==> config.mk <==
export PLATFORM = sky130hd
export DESIGN_NAME = synth_voice_allocator_top_flat
export DESIGN_NICKNAME = d
export VERILOG_FILES = /design/src/sva_pkg.sv /design/src/sva_in_if.sv /design/src/sva_out_if.sv /design/src/sva_voice_cell.sv /design/src/synth_voice_allocator_top.sv /design/src/flat_wrapper.sv
export SDC_FILE = /design/constraint.sdc
export NUM_CORES = 1
export LEC_CHECK = 0
export ABC_AREA = 1
export BUFFER_PORTS_ARGS = -buffer_cell sky130_fd_sc_hd__buf_4
export CAP_MARGIN = 30
export CORE_UTILIZATION = 45
export DETAILED_ROUTE_END_ITERATION = 7
export GPL_TIMING_DRIVEN = 0
export SLEW_MARGIN = 0
export SYNTH_ARGS = -nofsm -noshare
export SYNTH_HDL_FRONTEND = slang
export SYNTH_SLANG_ARGS = --single-unit
==> constraint.sdc <==
create_clock -name clk -period 3.62 [get_ports clk]
set_input_delay 0 -clock clk [delete_from_list [all_inputs] [get_ports clk]]
set_output_delay 0 -clock clk [all_outputs]
set_load 0.1 [all_outputs]
==> src/sva_pkg.sv <==
`default_nettype none

package sva_pkg;

    // Event codes carried by the action field.
    typedef enum logic [1:0] {
        ACT_NOTE_ON  = 2'd0,
        ACT_NOTE_OFF = 2'd1,
        ACT_FINISH   = 2'd2,
        ACT_NONE     = 2'd3
    } action_t;

    // Envelope stage of one voice.
    typedef enum logic [1:0] {
        STG_IDLE    = 2'd0,
        STG_ATTACK  = 2'd1,
        STG_RELEASE = 2'd2
    } stage_t;

    // How a voice was picked; a lower code has higher priority.
    typedef enum logic [1:0] {
        KIND_RETRIG  = 2'd0,
        KIND_IDLE    = 2'd1,
        KIND_RELEASE = 2'd2,
        KIND_FORCED  = 2'd3
    } kind_t;

    // Field widths fixed by the event format.
    localparam int NOTE_W = 7;
    localparam int VEL_W  = 7;

    // Command broadcast from the controller to every voice cell.
    typedef struct packed {
        logic               capture;
        logic [NOTE_W-1:0]  cap_note;
        logic               wr_en;
        action_t            op;
        logic [NOTE_W-1:0]  wr_note;
        logic [VEL_W-1:0]   wr_vel;
    } cell_cmd_t;

    // Read data passed along the row of cells.
    typedef struct packed {
        logic [VEL_W-1:0] vel;
        stage_t           stage;
    } voice_rd_t;

endpackage

`default_nettype wire

==> src/sva_in_if.sv <==
`default_nettype none

interface sva_in_if;

    logic       valid;
    logic       ready;
    logic [1:0] action;
    logic [6:0] note;
    logic [6:0] velocity;
    logic [2:0] voice_index;

    modport source (output valid, output action, output note, output velocity,
                    output voice_index, input ready);
    modport sink   (input valid, input action, input note, input velocity,
                    input voice_index, output ready);

endinterface

`default_nettype wire

==> src/sva_out_if.sv <==
`default_nettype none

interface sva_out_if;

    logic       valid;
    logic       ready;
    logic [2:0] chosen_voice;
    logic [1:0] pick_kind;
    logic       keep_phase;
    logic [6:0] stored_velocity;
    logic [1:0] stage_after;

    modport source (output valid, output chosen_voice, output pick_kind,
                    output keep_phase, output stored_velocity, output stage_after,
                    input ready);
    modport sink   (input valid, input chosen_voice, input pick_kind,
                    input keep_phase, input stored_velocity, input stage_after,
                    output ready);

endinterface

`default_nettype wire

==> src/sva_voice_cell.sv <==
`default_nettype none

module sva_voice_cell #(
    parameter int CELL_IDX = 0,
    parameter int IDX_W    = 3
) (
    input  wire logic                clk,
    input  wire logic                rst_n,
    input  wire sva_pkg::cell_cmd_t  cmd,
    input  wire logic                wr_sel,
    input  wire logic                rd_sel,
    input  wire sva_pkg::kind_t      rank_in,
    input  wire logic [IDX_W-1:0]    pick_in,
    output sva_pkg::kind_t           rank_out,
    output logic [IDX_W-1:0]         pick_out,
    input  wire sva_pkg::voice_rd_t  rd_in,
    output sva_pkg::voice_rd_t       rd_out
);
    import sva_pkg::*;

    localparam logic [IDX_W-1:0] MY_IDX = IDX_W'(CELL_IDX);

    logic              active_reg;
    stage_t            stage_reg;
    logic              match_reg;
    logic [NOTE_W-1:0] note_reg;
    logic [VEL_W-1:0]  vel_reg;
    kind_t             own_rank;
    logic              do_write;

    assign do_write = cmd.wr_en && wr_sel;

    // Control state of the voice, and the retrigger match taken when a word arrives.
    always_ff @(posedge clk or negedge rst_n)
    begin
        if (!rst_n)
        begin
            active_reg <= 1'b0;
            stage_reg  <= STG_IDLE;
            match_reg  <= 1'b0;
        end
        else
        begin
            if (cmd.capture)
            begin
                match_reg <= active_reg && (note_reg == cmd.cap_note);
            end
            if (do_write)
            begin
                case (cmd.op)
                    ACT_NOTE_ON:
                    begin
                        stage_reg  <= STG_ATTACK;
                        active_reg <= 1'b1;
                    end
                    ACT_NOTE_OFF:
                    begin
                        if (stage_reg != STG_IDLE)
                        begin
                            stage_reg <= STG_RELEASE;
                        end
                    end
                    ACT_FINISH:
                    begin
                        stage_reg  <= STG_IDLE;
                        active_reg <= 1'b0;
                    end
                    default:
                    begin
                    end
                endcase
            end
        end
    end

    // Note and velocity are only meaningful once a note-on has written them.
    always_ff @(posedge clk)
    begin
        if (do_write && (cmd.op == ACT_NOTE_ON))
        begin
            note_reg <= cmd.wr_note;
            vel_reg  <= cmd.wr_vel;
        end
    end

    // This voice's own claim, from best to worst.
    always_comb
    begin
        if (match_reg)
        begin
            own_rank = KIND_RETRIG;
        end
        else if (!active_reg)
        begin
            own_rank = KIND_IDLE;
        end
        else if (stage_reg == STG_RELEASE)
        begin
            own_rank = KIND_RELEASE;
        end
        else
        begin
            own_rank = KIND_FORCED;
        end
    end

    // Take over the running best only when strictly better, so the lowest voice wins ties.
    always_comb
    begin
        if (own_rank < rank_in)
        begin
            rank_out = own_rank;
            pick_out = MY_IDX;
        end
        else
        begin
            rank_out = rank_in;
            pick_out = pick_in;
        end
    end

    // Read chain: the selected voice places its state on the row.
    assign rd_out = rd_sel ? voice_rd_t'{vel: vel_reg, stage: stage_reg} : rd_in;

endmodule

`default_nettype wire

==> src/synth_voice_allocator_top.sv <==
`default_nettype none

// Polyphonic voice allocator. Each word on req is a note-on, a note-off or
// a voice-finished event; every word gives exactly one result word on rsp.
// The voices sit in a row of cells. When a word is taken, each cell
// compares its note with the incoming note; then, in the pick state, a
// priority chain runs through the row (retrigger, then lowest idle voice,
// then lowest releasing voice, else voice 0), and once the output register
// is free the chosen cell is updated and the result is loaded into it. An
// event passes through a compare step and a chain step; a new word is taken
// while an earlier result still waits, and the block holds in the pick
// state only while that result has not been taken.
module synth_voice_allocator_top #(
    parameter int NUM_VOICES = 8
) (
    input  wire logic clk,
    input  wire logic rst_n,
    sva_in_if.sink    req,
    sva_out_if.source rsp
);
    import sva_pkg::*;

    localparam int IDX_W = (NUM_VOICES > 1) ? $clog2(NUM_VOICES) : 1;

    typedef enum logic {
        ST_IDLE,
        ST_PICK
    } state_t;

    state_t            state_reg;
    action_t           act_reg;
    logic [NOTE_W-1:0] note_reg;
    logic [VEL_W-1:0]  vel_reg;
    logic [2:0]        idx_reg;
    logic              out_valid_reg;
    logic [2:0]        chosen_reg;
    logic [1:0]        kind_reg;
    logic              keep_reg;
    logic [VEL_W-1:0]  svel_reg;
    logic [1:0]        stage_out_reg;

    logic              accept;
    logic              fire;
    logic [VEL_W-1:0]  vel_fix;
    cell_cmd_t         cmd;
    logic [NUM_VOICES-1:0] wr_sel;
    logic [NUM_VOICES-1:0] rd_sel;

    kind_t             rank_w [NUM_VOICES+1];
    logic [IDX_W-1:0]  pick_w [NUM_VOICES+1];
    voice_rd_t         rd_w   [NUM_VOICES+1];

    kind_t             kind_next;
    logic [2:0]        chosen_next;
    logic              keep_next;
    logic [VEL_W-1:0]  svel_next;
    stage_t            stage_next;

    assign req.ready = (state_reg == ST_IDLE);
    assign accept    = req.valid && req.ready;
    assign fire      = (state_reg == ST_PICK) && (!out_valid_reg || rsp.ready);
    assign vel_fix   = (vel_reg == '0) ? VEL_W'(1) : vel_reg;

    // Command to the cells: match capture on arrival, update on the pick cycle.
    always_comb
    begin
        cmd.capture  = accept;
        cmd.cap_note = req.note;
        cmd.wr_en    = fire;
        cmd.op       = act_reg;
        cmd.wr_note  = note_reg;
        cmd.wr_vel   = vel_fix;
    end

    // Ends of the priority and read chains.
    assign rank_w[0] = KIND_FORCED;
    assign pick_w[0] = '0;
    assign rd_w[0]   = '{vel: '0, stage: STG_IDLE};

    // Row of voice cells with their select decoders.
    for (genvar i = 0; i < NUM_VOICES; i++)
    begin : g_cell
        assign rd_sel[i] = (int'(idx_reg) == i);
        assign wr_sel[i] = (act_reg == ACT_NOTE_ON) ?
                           (int'(pick_w[NUM_VOICES]) == i) : rd_sel[i];

        sva_voice_cell #(
            .CELL_IDX (i),
            .IDX_W    (IDX_W)
        ) u_cell (
            .clk      (clk),
            .rst_n    (rst_n),
            .cmd      (cmd),
            .wr_sel   (wr_sel[i]),
            .rd_sel   (rd_sel[i]),
            .rank_in  (rank_w[i]),
            .pick_in  (pick_w[i]),
            .rank_out (rank_w[i+1]),
            .pick_out (pick_w[i+1]),
            .rd_in    (rd_w[i]),
            .rd_out   (rd_w[i+1])
        );
    end

    // Result word for the event under way.
    always_comb
    begin
        kind_next   = KIND_RETRIG;
        chosen_next = idx_reg;
        keep_next   = 1'b0;
        svel_next   = rd_w[NUM_VOICES].vel;
        stage_next  = rd_w[NUM_VOICES].stage;
        case (act_reg)
            ACT_NOTE_ON:
            begin
                kind_next   = rank_w[NUM_VOICES];
                chosen_next = 3'(pick_w[NUM_VOICES]);
                keep_next   = (rank_w[NUM_VOICES] == KIND_RETRIG);
                svel_next   = vel_fix;
                stage_next  = STG_ATTACK;
            end
            ACT_NOTE_OFF:
            begin
                if (rd_w[NUM_VOICES].stage != STG_IDLE)
                begin
                    stage_next = STG_RELEASE;
                end
            end
            ACT_FINISH:
            begin
                stage_next = STG_IDLE;
            end
            default:
            begin
            end
        endcase
    end

    // Sequencer, captured event and output register.
    always_ff @(posedge clk or negedge rst_n)
    begin
        if (!rst_n)
        begin
            state_reg     <= ST_IDLE;
            act_reg       <= ACT_NOTE_ON;
            note_reg      <= '0;
            vel_reg       <= '0;
            idx_reg       <= '0;
            out_valid_reg <= 1'b0;
            chosen_reg    <= '0;
            kind_reg      <= '0;
            keep_reg      <= 1'b0;
            svel_reg      <= '0;
            stage_out_reg <= '0;
        end
        else
        begin
            if (out_valid_reg && rsp.ready)
            begin
                out_valid_reg <= 1'b0;
            end
            unique case (state_reg)
                ST_IDLE:
                begin
                    if (accept)
                    begin
                        act_reg   <= action_t'(req.action);
                        note_reg  <= req.note;
                        vel_reg   <= req.velocity;
                        idx_reg   <= req.voice_index;
                        state_reg <= ST_PICK;
                    end
                end
                ST_PICK:
                begin
                    if (fire)
                    begin
                        out_valid_reg <= 1'b1;
                        chosen_reg    <= chosen_next;
                        kind_reg      <= kind_next;
                        keep_reg      <= keep_next;
                        svel_reg      <= svel_next;
                        stage_out_reg <= stage_next;
                        state_reg     <= ST_IDLE;
                    end
                end
                default:
                begin
                    state_reg <= ST_IDLE;
                end
            endcase
        end
    end

    assign rsp.valid           = out_valid_reg;
    assign rsp.chosen_voice    = chosen_reg;
    assign rsp.pick_kind       = kind_reg;
    assign rsp.keep_phase      = keep_reg;
    assign rsp.stored_velocity = svel_reg;
    assign rsp.stage_after     = stage_out_reg;

endmodule

`default_nettype wire

==> src/flat_wrapper.sv <==
// flat-port wrapper written by rule: the top's interface ports become plain ports
module synth_voice_allocator_top_flat import sva_pkg::*;
#(
    parameter int NUM_VOICES = 8
)
  (clk, rst_n, req_valid, req_action, req_note, req_velocity, req_voice_index, req_ready, rsp_valid, rsp_chosen_voice, rsp_pick_kind, rsp_keep_phase, rsp_stored_velocity, rsp_stage_after, rsp_ready);
  sva_in_if req_i ();
  sva_out_if rsp_i ();
  input  wire logic clk;
  input  wire logic rst_n;
  input wire logic [$bits(req_i.valid)-1:0] req_valid;
  input wire logic [$bits(req_i.action)-1:0] req_action;
  input wire logic [$bits(req_i.note)-1:0] req_note;
  input wire logic [$bits(req_i.velocity)-1:0] req_velocity;
  input wire logic [$bits(req_i.voice_index)-1:0] req_voice_index;
  output wire logic [$bits(req_i.ready)-1:0] req_ready;
  output wire logic [$bits(rsp_i.valid)-1:0] rsp_valid;
  output wire logic [$bits(rsp_i.chosen_voice)-1:0] rsp_chosen_voice;
  output wire logic [$bits(rsp_i.pick_kind)-1:0] rsp_pick_kind;
  output wire logic [$bits(rsp_i.keep_phase)-1:0] rsp_keep_phase;
  output wire logic [$bits(rsp_i.stored_velocity)-1:0] rsp_stored_velocity;
  output wire logic [$bits(rsp_i.stage_after)-1:0] rsp_stage_after;
  input wire logic [$bits(rsp_i.ready)-1:0] rsp_ready;
  assign req_i.valid = req_valid;
  assign req_i.action = req_action;
  assign req_i.note = req_note;
  assign req_i.velocity = req_velocity;
  assign req_i.voice_index = req_voice_index;
  assign req_ready = req_i.ready;
  assign rsp_valid = rsp_i.valid;
  assign rsp_chosen_voice = rsp_i.chosen_voice;
  assign rsp_pick_kind = rsp_i.pick_kind;
  assign rsp_keep_phase = rsp_i.keep_phase;
  assign rsp_stored_velocity = rsp_i.stored_velocity;
  assign rsp_stage_after = rsp_i.stage_after;
  assign rsp_i.ready = rsp_ready;
  synth_voice_allocator_top #(.NUM_VOICES(NUM_VOICES)) u_core (.clk(clk), .rst_n(rst_n), .req(req_i), .rsp(rsp_i));
endmodule
After elaboration in Yosys (flattened, before gate mapping)
Cells that the tools add are included.
{"block": "word_totals", "reg_bits": 180, "inputBits": 23, "out_inout_bits": 17, "wordCells": 248}
{"block": "classes", "order_cmp": 8, "eq_ne": 40, "n_mux": 85, "n_bitwise": 1, "reduce_logical": 63}
{"cell": "$mux 9", "count": 8}
{"cell": "$mux 2", "count": 34}
{"cell": "$eq 7x7->1", "count": 8}
{"cell": "$pmux 2 s3", "count": 9}
{"cell": "$logic_and 1x1->1", "count": 27}
{"cell": "$eq 3x3->1 const B", "count": 8}
{"cell": "$reduce_and 3->1", "count": 8}
{"cell": "$mux 1", "count": 23}
{"cell": "$mux 3", "count": 7}
{"cell": "$reduce_and 2->1", "count": 10}
{"cell": "$reduce_bool 2->1", "count": 10}
{"cell": "$eq 2x2->1 const B", "count": 9}
{"cell": "$ne 2x2->1 const B", "count": 8}
{"cell": "$lt 2x2->1", "count": 7}
{"cell": "$mux 7", "count": 2}
{"cell": "$eq 3x2->1 const B", "count": 4}
{"cell": "$logic_not 7->1", "count": 1}
{"cell": "$eq 3x1->1 const B", "count": 2}
{"cell": "$logic_not 3->1", "count": 2}
{"cell": "$logic_not 2->1", "count": 2}
{"cell": "$pmux 1 s2", "count": 2}
{"cell": "$reduce_bool 3->1", "count": 1}
{"cell": "$eq 2x1->1 const B", "count": 1}
{"cell": "$lt 2x2->1 const B", "count": 1}
{"cell": "3 further kinds", "count": 3}

Longest topological paths before layout
{"block": "depth", "word_depth": 24, "ltp_mapped": 38, "depth_no_buf": 37}

Hierarchy
A second synthesis with hierarchy kept.
{"block": "unflattened", "cells_unflattened": 1174, "area_unflattened_um2": 10299.9}
{"mod": "sva_voice_cell (u_core.g_cell[1].u_cell ...)", "n_inst": 3, "cells_each": 119, "area_each_um2": 1076.0, "seq_area_each_um2": 520.5}
{"mod": "sva_voice_cell (u_core.g_cell[3].u_cell ...)", "n_inst": 3, "cells_each": 120, "area_each_um2": 1072.3, "seq_area_each_um2": 520.5}
{"mod": "synth_voice_allocator_top", "n_inst": 1, "cells_each": 219, "area_each_um2": 1719.1, "seq_area_each_um2": 900.9}
{"mod": "sva_voice_cell (u_core.g_cell[0].u_cell)", "n_inst": 1, "cells_each": 117, "area_each_um2": 1071.0, "seq_area_each_um2": 520.5}
{"mod": "sva_voice_cell (u_core.g_cell[7].u_cell)", "n_inst": 1, "cells_each": 121, "area_each_um2": 1064.8, "seq_area_each_um2": 520.5}

Worst setup path after synthesis
Ideal clock, no wire load.
{"block": "synth_timing", "kind": "register to register", "start": "register u_core.g_cell[1].u_cell.active_reg", "end": "register u_core.g_cell[1].u_cell.note_reg[0] (enable)", "setup_ps": 384, "arrival_ps": 3353, "required_time_ps": 3236, "setup_slack_ps": -117, "stages_incl_launch_ff": 35, "n_path_buf": 1, "period_less_slack_ps": 3737, "cell_sequence": "dfrtp_1 -> inv_1 -> nor2_1 -> ha_1 -> inv_1 -> nand2_1 -> nand2_1 -> nand2_1 -> nand3_1 -> nand2_1 -> nand2_1 -> nand2_2 -> nand3_2 -> nand2_2 -> nand2_1 -> nand2_2 -> nand3_2 -> nand2_2 -> nand2_2 -> nand2_2 -> nand3_2 -> nand2_2 -> nand2_2 -> nand2_2 -> nand3_2 -> nand2_2 -> nand3_1 -> nand3_1 -> nand2_1 -> nand2_2 -> buf_6 -> nand2_1 -> nor2_1 -> nand2_1 -> nor2_1"}
{"block": "synth_between", "elab_chain_cells": 20, "elab_cells_between_ends": 26, "classes_between": "order compare (7); eq/ne (1); mux (16); reduce/logical (2)"}
{"item": "start: declaration", "line_no": "sva_voice_cell.sv:23", "source": "logic active_reg;"}
{"item": "start signal: assignment", "line_no": "sva_voice_cell.sv:38", "source": "active_reg <= 1'b0;"}
{"item": "start signal: assignment", "line_no": "sva_voice_cell.sv:54", "source": "active_reg <= 1'b1;"}
{"item": "start signal: assignment", "line_no": "sva_voice_cell.sv:66", "source": "active_reg <= 1'b0;"}
{"item": "$mux 2 (*)", "line_no": "sva_voice_cell.sv:93", "source": "else if (!active_reg)"}
{"item": "$mux 2 (*)", "line_no": "sva_voice_cell.sv:89", "source": "if (match_reg)"}
{"item": "$lt 2x2->1", "line_no": "sva_voice_cell.sv:110", "source": "if (own_rank < rank_in)"}
{"item": "$mux 2", "line_no": "sva_voice_cell.sv:110"}
{"item": "$lt 2x2->1", "line_no": "sva_voice_cell.sv:110"}
{"item": "$mux 2", "line_no": "sva_voice_cell.sv:110"}
{"item": "$lt 2x2->1", "line_no": "sva_voice_cell.sv:110"}
{"item": "$mux 2", "line_no": "sva_voice_cell.sv:110"}
{"item": "(+4 left out)"}
{"item": "$lt 2x2->1", "line_no": "sva_voice_cell.sv:110"}
{"item": "$mux 2", "line_no": "sva_voice_cell.sv:110"}
{"item": "$lt 2x2->1", "line_no": "sva_voice_cell.sv:110"}
{"item": "$mux 3 (*)", "line_no": "sva_voice_cell.sv:110"}
{"item": "$eq 3x2->1 (*)", "line_no": "synth_voice_allocator_top.sv:85", "source": "(int'(pick_w[NUM_VOICES]) == i) : rd_sel[i];"}
{"item": "$mux 1 (*)", "line_no": "synth_voice_allocator_top.sv:84", "source": "assign wr_sel[i] = (act_reg == ACT_NOTE_ON) ?"}
{"item": "$logic_and 1x1->1 (*)", "line_no": "sva_voice_cell.sv:31", "source": "assign do_write = cmd.wr_en && wr_sel;"}
{"item": "$logic_and 1x1->1 (*)", "line_no": "sva_voice_cell.sv:79", "source": "if (do_write && (cmd.op == ACT_NOTE_ON))"}
{"item": "end signal: assignment", "line_no": "sva_voice_cell.sv:81", "source": "note_reg <= cmd.wr_note;"}
{"item": "end: declaration", "line_no": "sva_voice_cell.sv:26", "source": "logic [NOTE_W-1:0] note_reg;"}
Mark *: on every way between the ends. The rest lies on a longest branch, timed or not.
A chain may end at the register's enable or synchronous reset.

Worst setup path in the final report
{"block": "layout_timing", "start": "register u_core.g_cell[1].u_cell.active_reg", "end": "register u_core.g_cell[4].u_cell.vel_reg[1] (enable)"}
{"block": "layout_between", "elab_chain_cells": 20, "elab_cells_between_ends": 26, "classes_between": "order compare (7); eq/ne (1); mux (16); reduce/logical (2)"}
{"item": "$mux 2 (*)", "line_no": "sva_voice_cell.sv:93"}
{"item": "$mux 2 (*)", "line_no": "sva_voice_cell.sv:89"}
{"item": "$lt 2x2->1", "line_no": "sva_voice_cell.sv:110"}
{"item": "$mux 2", "line_no": "sva_voice_cell.sv:110"}
{"item": "$lt 2x2->1", "line_no": "sva_voice_cell.sv:110"}
{"item": "$mux 2", "line_no": "sva_voice_cell.sv:110"}
{"item": "$lt 2x2->1", "line_no": "sva_voice_cell.sv:110"}
{"item": "$mux 2", "line_no": "sva_voice_cell.sv:110"}
{"item": "(+4 left out)"}
{"item": "$lt 2x2->1", "line_no": "sva_voice_cell.sv:110"}
{"item": "$mux 2", "line_no": "sva_voice_cell.sv:110"}
{"item": "$lt 2x2->1", "line_no": "sva_voice_cell.sv:110"}
{"item": "$mux 3 (*)", "line_no": "sva_voice_cell.sv:110"}
{"item": "$eq 3x3->1 (*)", "line_no": "synth_voice_allocator_top.sv:85"}
{"item": "$mux 1 (*)", "line_no": "synth_voice_allocator_top.sv:84"}
{"item": "$logic_and 1x1->1 (*)", "line_no": "sva_voice_cell.sv:31"}
{"item": "$logic_and 1x1->1 (*)", "line_no": "sva_voice_cell.sv:79"}
{"item": "end signal: assignment", "line_no": "sva_voice_cell.sv:82", "source": "vel_reg <= cmd.wr_vel;"}
{"item": "end: declaration", "line_no": "sva_voice_cell.sv:27", "source": "logic [VEL_W-1:0] vel_reg;"}
Marked as above.

==> run summary <==
The count of endpoints failing setup in the final report is 136. The flow ran to the end, but the final reports show violations. The global-route wire length before repair came out at between 30 and 40 mm.

The highest clock frequency the design can meet is between 200 and 250 MHz. In this run the worst hold path is classified as in2async. The clock skew after layout came out at around 0.016 ns. The count of antenna-violating nets left after detailed routing is 0. In the synthesized netlist the dominant register cell turns out to be edfxtp_1.

The cell count after synthesis came out at 789. Setup repair after global routing could not meet its margin everywhere. The number of distinct standard cells referenced by the synthesized netlist came out at 40.

The clock-pin slew of the registers on the worst-case setup and hold paths is approximately 0.070 ns. The number of filler cells placed in the layout came out at 1416. The critical path in this run is classified as reg2reg. The post-synthesis net count is a little over 800.

The final hold slack came out at 0.004162 ns. The count of final max-slew check failures was 0. The count of antenna diodes in the layout is 0. The endpoint identified for the worst register-to-register timing path is u_core.g_cell[4].u_cell.vel_reg[1]. Before antenna repair, the detailed router went through 8 iterations.

The maximum root-to-sink buffer count came out at 2. The last element of the critical path is u_core.g_cell[4].u_cell.vel_reg[1]. The relative max-transition margin came out at roughly 27%. The clock sink total is between 150 and 200.

The fraction of registers with async set/reset is between 30% and 40%. Max-cap violations in this run came to 0. The highest net fanout along the worst path came out at 7.

The cell with the largest stage delay on the worst path is dfrtp_1. By instance count, the cell type seen most on the critical path is nand2_2. The power density over the cells came out at 843.4 nW/um2. For the pin with the worst max-slew slack, the measured transition is between 1 and 1.5 ns. The DRC violations left is 5. The most critical setup path has its startpoint at u_core.g_cell[1].u_cell.active_reg. The post-synth design cell area is around 8300 um2.

The worst setup path is captured at a flip-flop. The number of CTS-inserted buffers is 17. The worst register-to-register path begins at u_core.g_cell[1].u_cell.active_reg. The clock reaches the later pin of the worst-skew pair after 0.45 ns.

The share of the clock period used by the worst path after layout is 111.5%. The critical path's largest stage delay is 0.41 ns. The die footprint came out at 19080 um2. The tree is rooted in a clkbuf_16. The commonest cells after synthesis are nand2_1, edfxtp_1, inv_1.

After synthesis the netlist holds a flip-flop and latch count of 180. The core region is about 18000 um2. The floorplan step set the die width to roughly 140 um. The final critical-path setup slack came out at -0.4158 ns. After detailed routing, the number of vias per cell comes to 5.655.

Cells fill between 50% and 60% of the core in the end. The post-placement worst setup slack is -0.8356 ns. After detailed routing, the average wire length per cell comes to between 20 and 25 um. The largest net degree at the start of global routing is slightly below 70. The data arrival time at the worst-slack endpoint came out at 4.20 ns. The share of the synthesized area in the top cell type came out at 40.34%. The violation count after the first detailed-routing iteration is 622. The height of the chip came out at 138.1 um. The routability congestion estimate came out at 0.9124. The count of vias placed by the detailed router came out at 6605. The total count of hold-check failures in the final report is 0. For this configuration, the core starts out at a cell density of 46.10%. The maximum resistive drop on vdd is 0.4388 mV. The share of layout cells above drive strength 1 came out at a little over a quarter.

The half-perimeter wire length after detailed placement is 15.27 mm. The cell count of the worst reg-to-reg path came out at 35. The number of placement rows came out at 49. The largest total area in the synthesized netlist belongs to edfxtp_1. The global route total overflow is 0. The net count of the finished layout came out at 967.

The final reports fail on design-rule violations, negative setup slack. The TritonCTS clock tree is yes. The number of antenna violations at the first check in global routing came out at 0. The minimum period implied by the final worst setup slack is ~4.0 ns. The number of flops mapped to enable cells by yosys came out at 112. Yosys attributes the largest share of cell area to edfxtp_1, dfrtp_1, nand2_1. In this run the number of H-tree levels came out at 4. The mean post-synth cell area came out at ~11 um2. The leakage dissipation is 4.320 nW. For this block, the routed nets add up to about 25 mm of wire. The warning count from the yosys run came out at 0. The I/O pin total is 40. STA classifies the critical path startpoint as a flip-flop. The overall global routing resource usage came out at 25.99%. The required time at the worst-slack endpoint came out at between 3 and 4 ns. The layout overhead on the synthesized area is 29.25%. In the post-synthesis netlist, the cell with the most instances is nand2_1. The number of global-route vias before repair came out at 6529. The port buffer count is 34. The flop-to-flop setup slack is -0.42 ns. The fraction of the yosys area taken by sequential cells is 60.74%.
## routing by layer
layer	up-vias	share of wire [%]	GRT usage, %	wire, um
met5	-	0	0	0
met4	0	3.0	12.30	743
met3	51	6.5	4.849	1623
met2	284	48	41.94	12020
met1	3266	42	34.10	10390
li1	3004	-	-	-
## stage by stage
stage	power [W]	setup TNS (ns)	instance area, um2	instances
6_report	0.009089	-22.75	10780	1168
5_1_grt	0.009450	-49.95	10780	1168
4_1_cts	0.008381	-13.07	10490	1155
3_5_place_dp	0.005781	-81.87	8945	1056
3_3_place_gp	0.005681	-67.58	8895	1052
2_1_floorplan	0.004941	0	8353	789
## worst min-delay path by stage
stage	from	endpoint	slack, ns	depth (start not counted)
2_1_floorplan	rst_n	u_core.act_reg[0]	-0.30	0
3_3_place_gp	rst_n	u_core.g_cell[6].u_cell.stage_reg[1]	0.20	1
3_5_place_dp	req_velocity[2]	u_core.vel_reg[2]	0.20	3
4_1_cts	req_note[6]	u_core.note_reg[6]	0.08	3
5_1_grt	rst_n	u_core.g_cell[6].u_cell.stage_reg[0]	0.04	2
6_report	rst_n	u_core.g_cell[6].u_cell.stage_reg[0]	0.004	2
## cells in the final DEF (no fill, tap or decap), types with 4 or more instances in the layout
master	instances
a21oi_1	16
a221oi_1	7
a31oi_1	5
a32o_1	7
a41o_1	7
buf_12	9
buf_2	4
buf_4	75
buf_6	13
clkbuf_1	29
clkbuf_16	18
clkinv_8	4
dfrtp_1	68
dlygate4sd3_1	15
edfxtp_1	112
ha_1	16
inv_1	81
inv_2	7
nand2_1	145
nand2_2	24
nand2_4	5
nand3_1	23
nand3_2	28
nand4_1	19
nor2_1	25
nor2_4	10
o211ai_1	10
o21ai_0	34
o21ai_2	4
o31ai_1	4
o41ai_1	6
or2_2	12
xnor2_1	34
xor2_1	6
## area by class of cell
type	instances	area, um2	area share [%]
Tap cell	229	286.5	2.659
Multi-Input combinational cell	485	3211	29.79
Clock inverter	15	160.2	1.486
Inverter	92	355.3	3.297
Sequential cell	180	5065	47.00
Clock buffer	17	425.4	3.948
Buffer	32	130.1	1.207
Timing Repair Buffer	118	1144	10.61
## critical path: cells and delay by family (launching register included)
family / cells / cell delay, ns
buffers and inverters: 6 / 0.80
AND/OR/NAND/NOR: 28 / 2.28
flip-flops: 1 / 0.41
adder cells (fa/ha/maj): 1 / 0.26
## cell families (layout without fill, tap and decap cells)
group | after synthesis | count (layout) | synth area share [%]
adder cells (fa/ha/maj) | 18 | 18 | 2.701
buffers and inverters | 124 | 274 | 5.702
AND/OR/NAND/NOR | 303 | 303 | 16.40
AO/OA/AOI/OAI | 124 | 124 | 10.25
XOR/XNOR | 40 | 40 | 4.202
flip-flops | 180 | 180 | 60.74
## repair_timing
action	4_1_cts	5_1_grt
resized for setup	67	46
setup endpoints to repair	134	141
hold buffers	15	0
gates cloned	3	1
hold endpoints to repair	84	0
buffers inserted	50	15
pin swaps	30	35
## power breakdown
| part | total [W] | switching [W] | internal, W |
|---|---|---|---|
| Sequential | 0.00289 | 0.000265 | 0.00262 |
| Combinational | 0.00437 | 0.00289 | 0.00148 |
| Clock | 0.00183 | 0.000912 | 0.000920 |
Note: power is estimated with default switching activity, not from simulation.
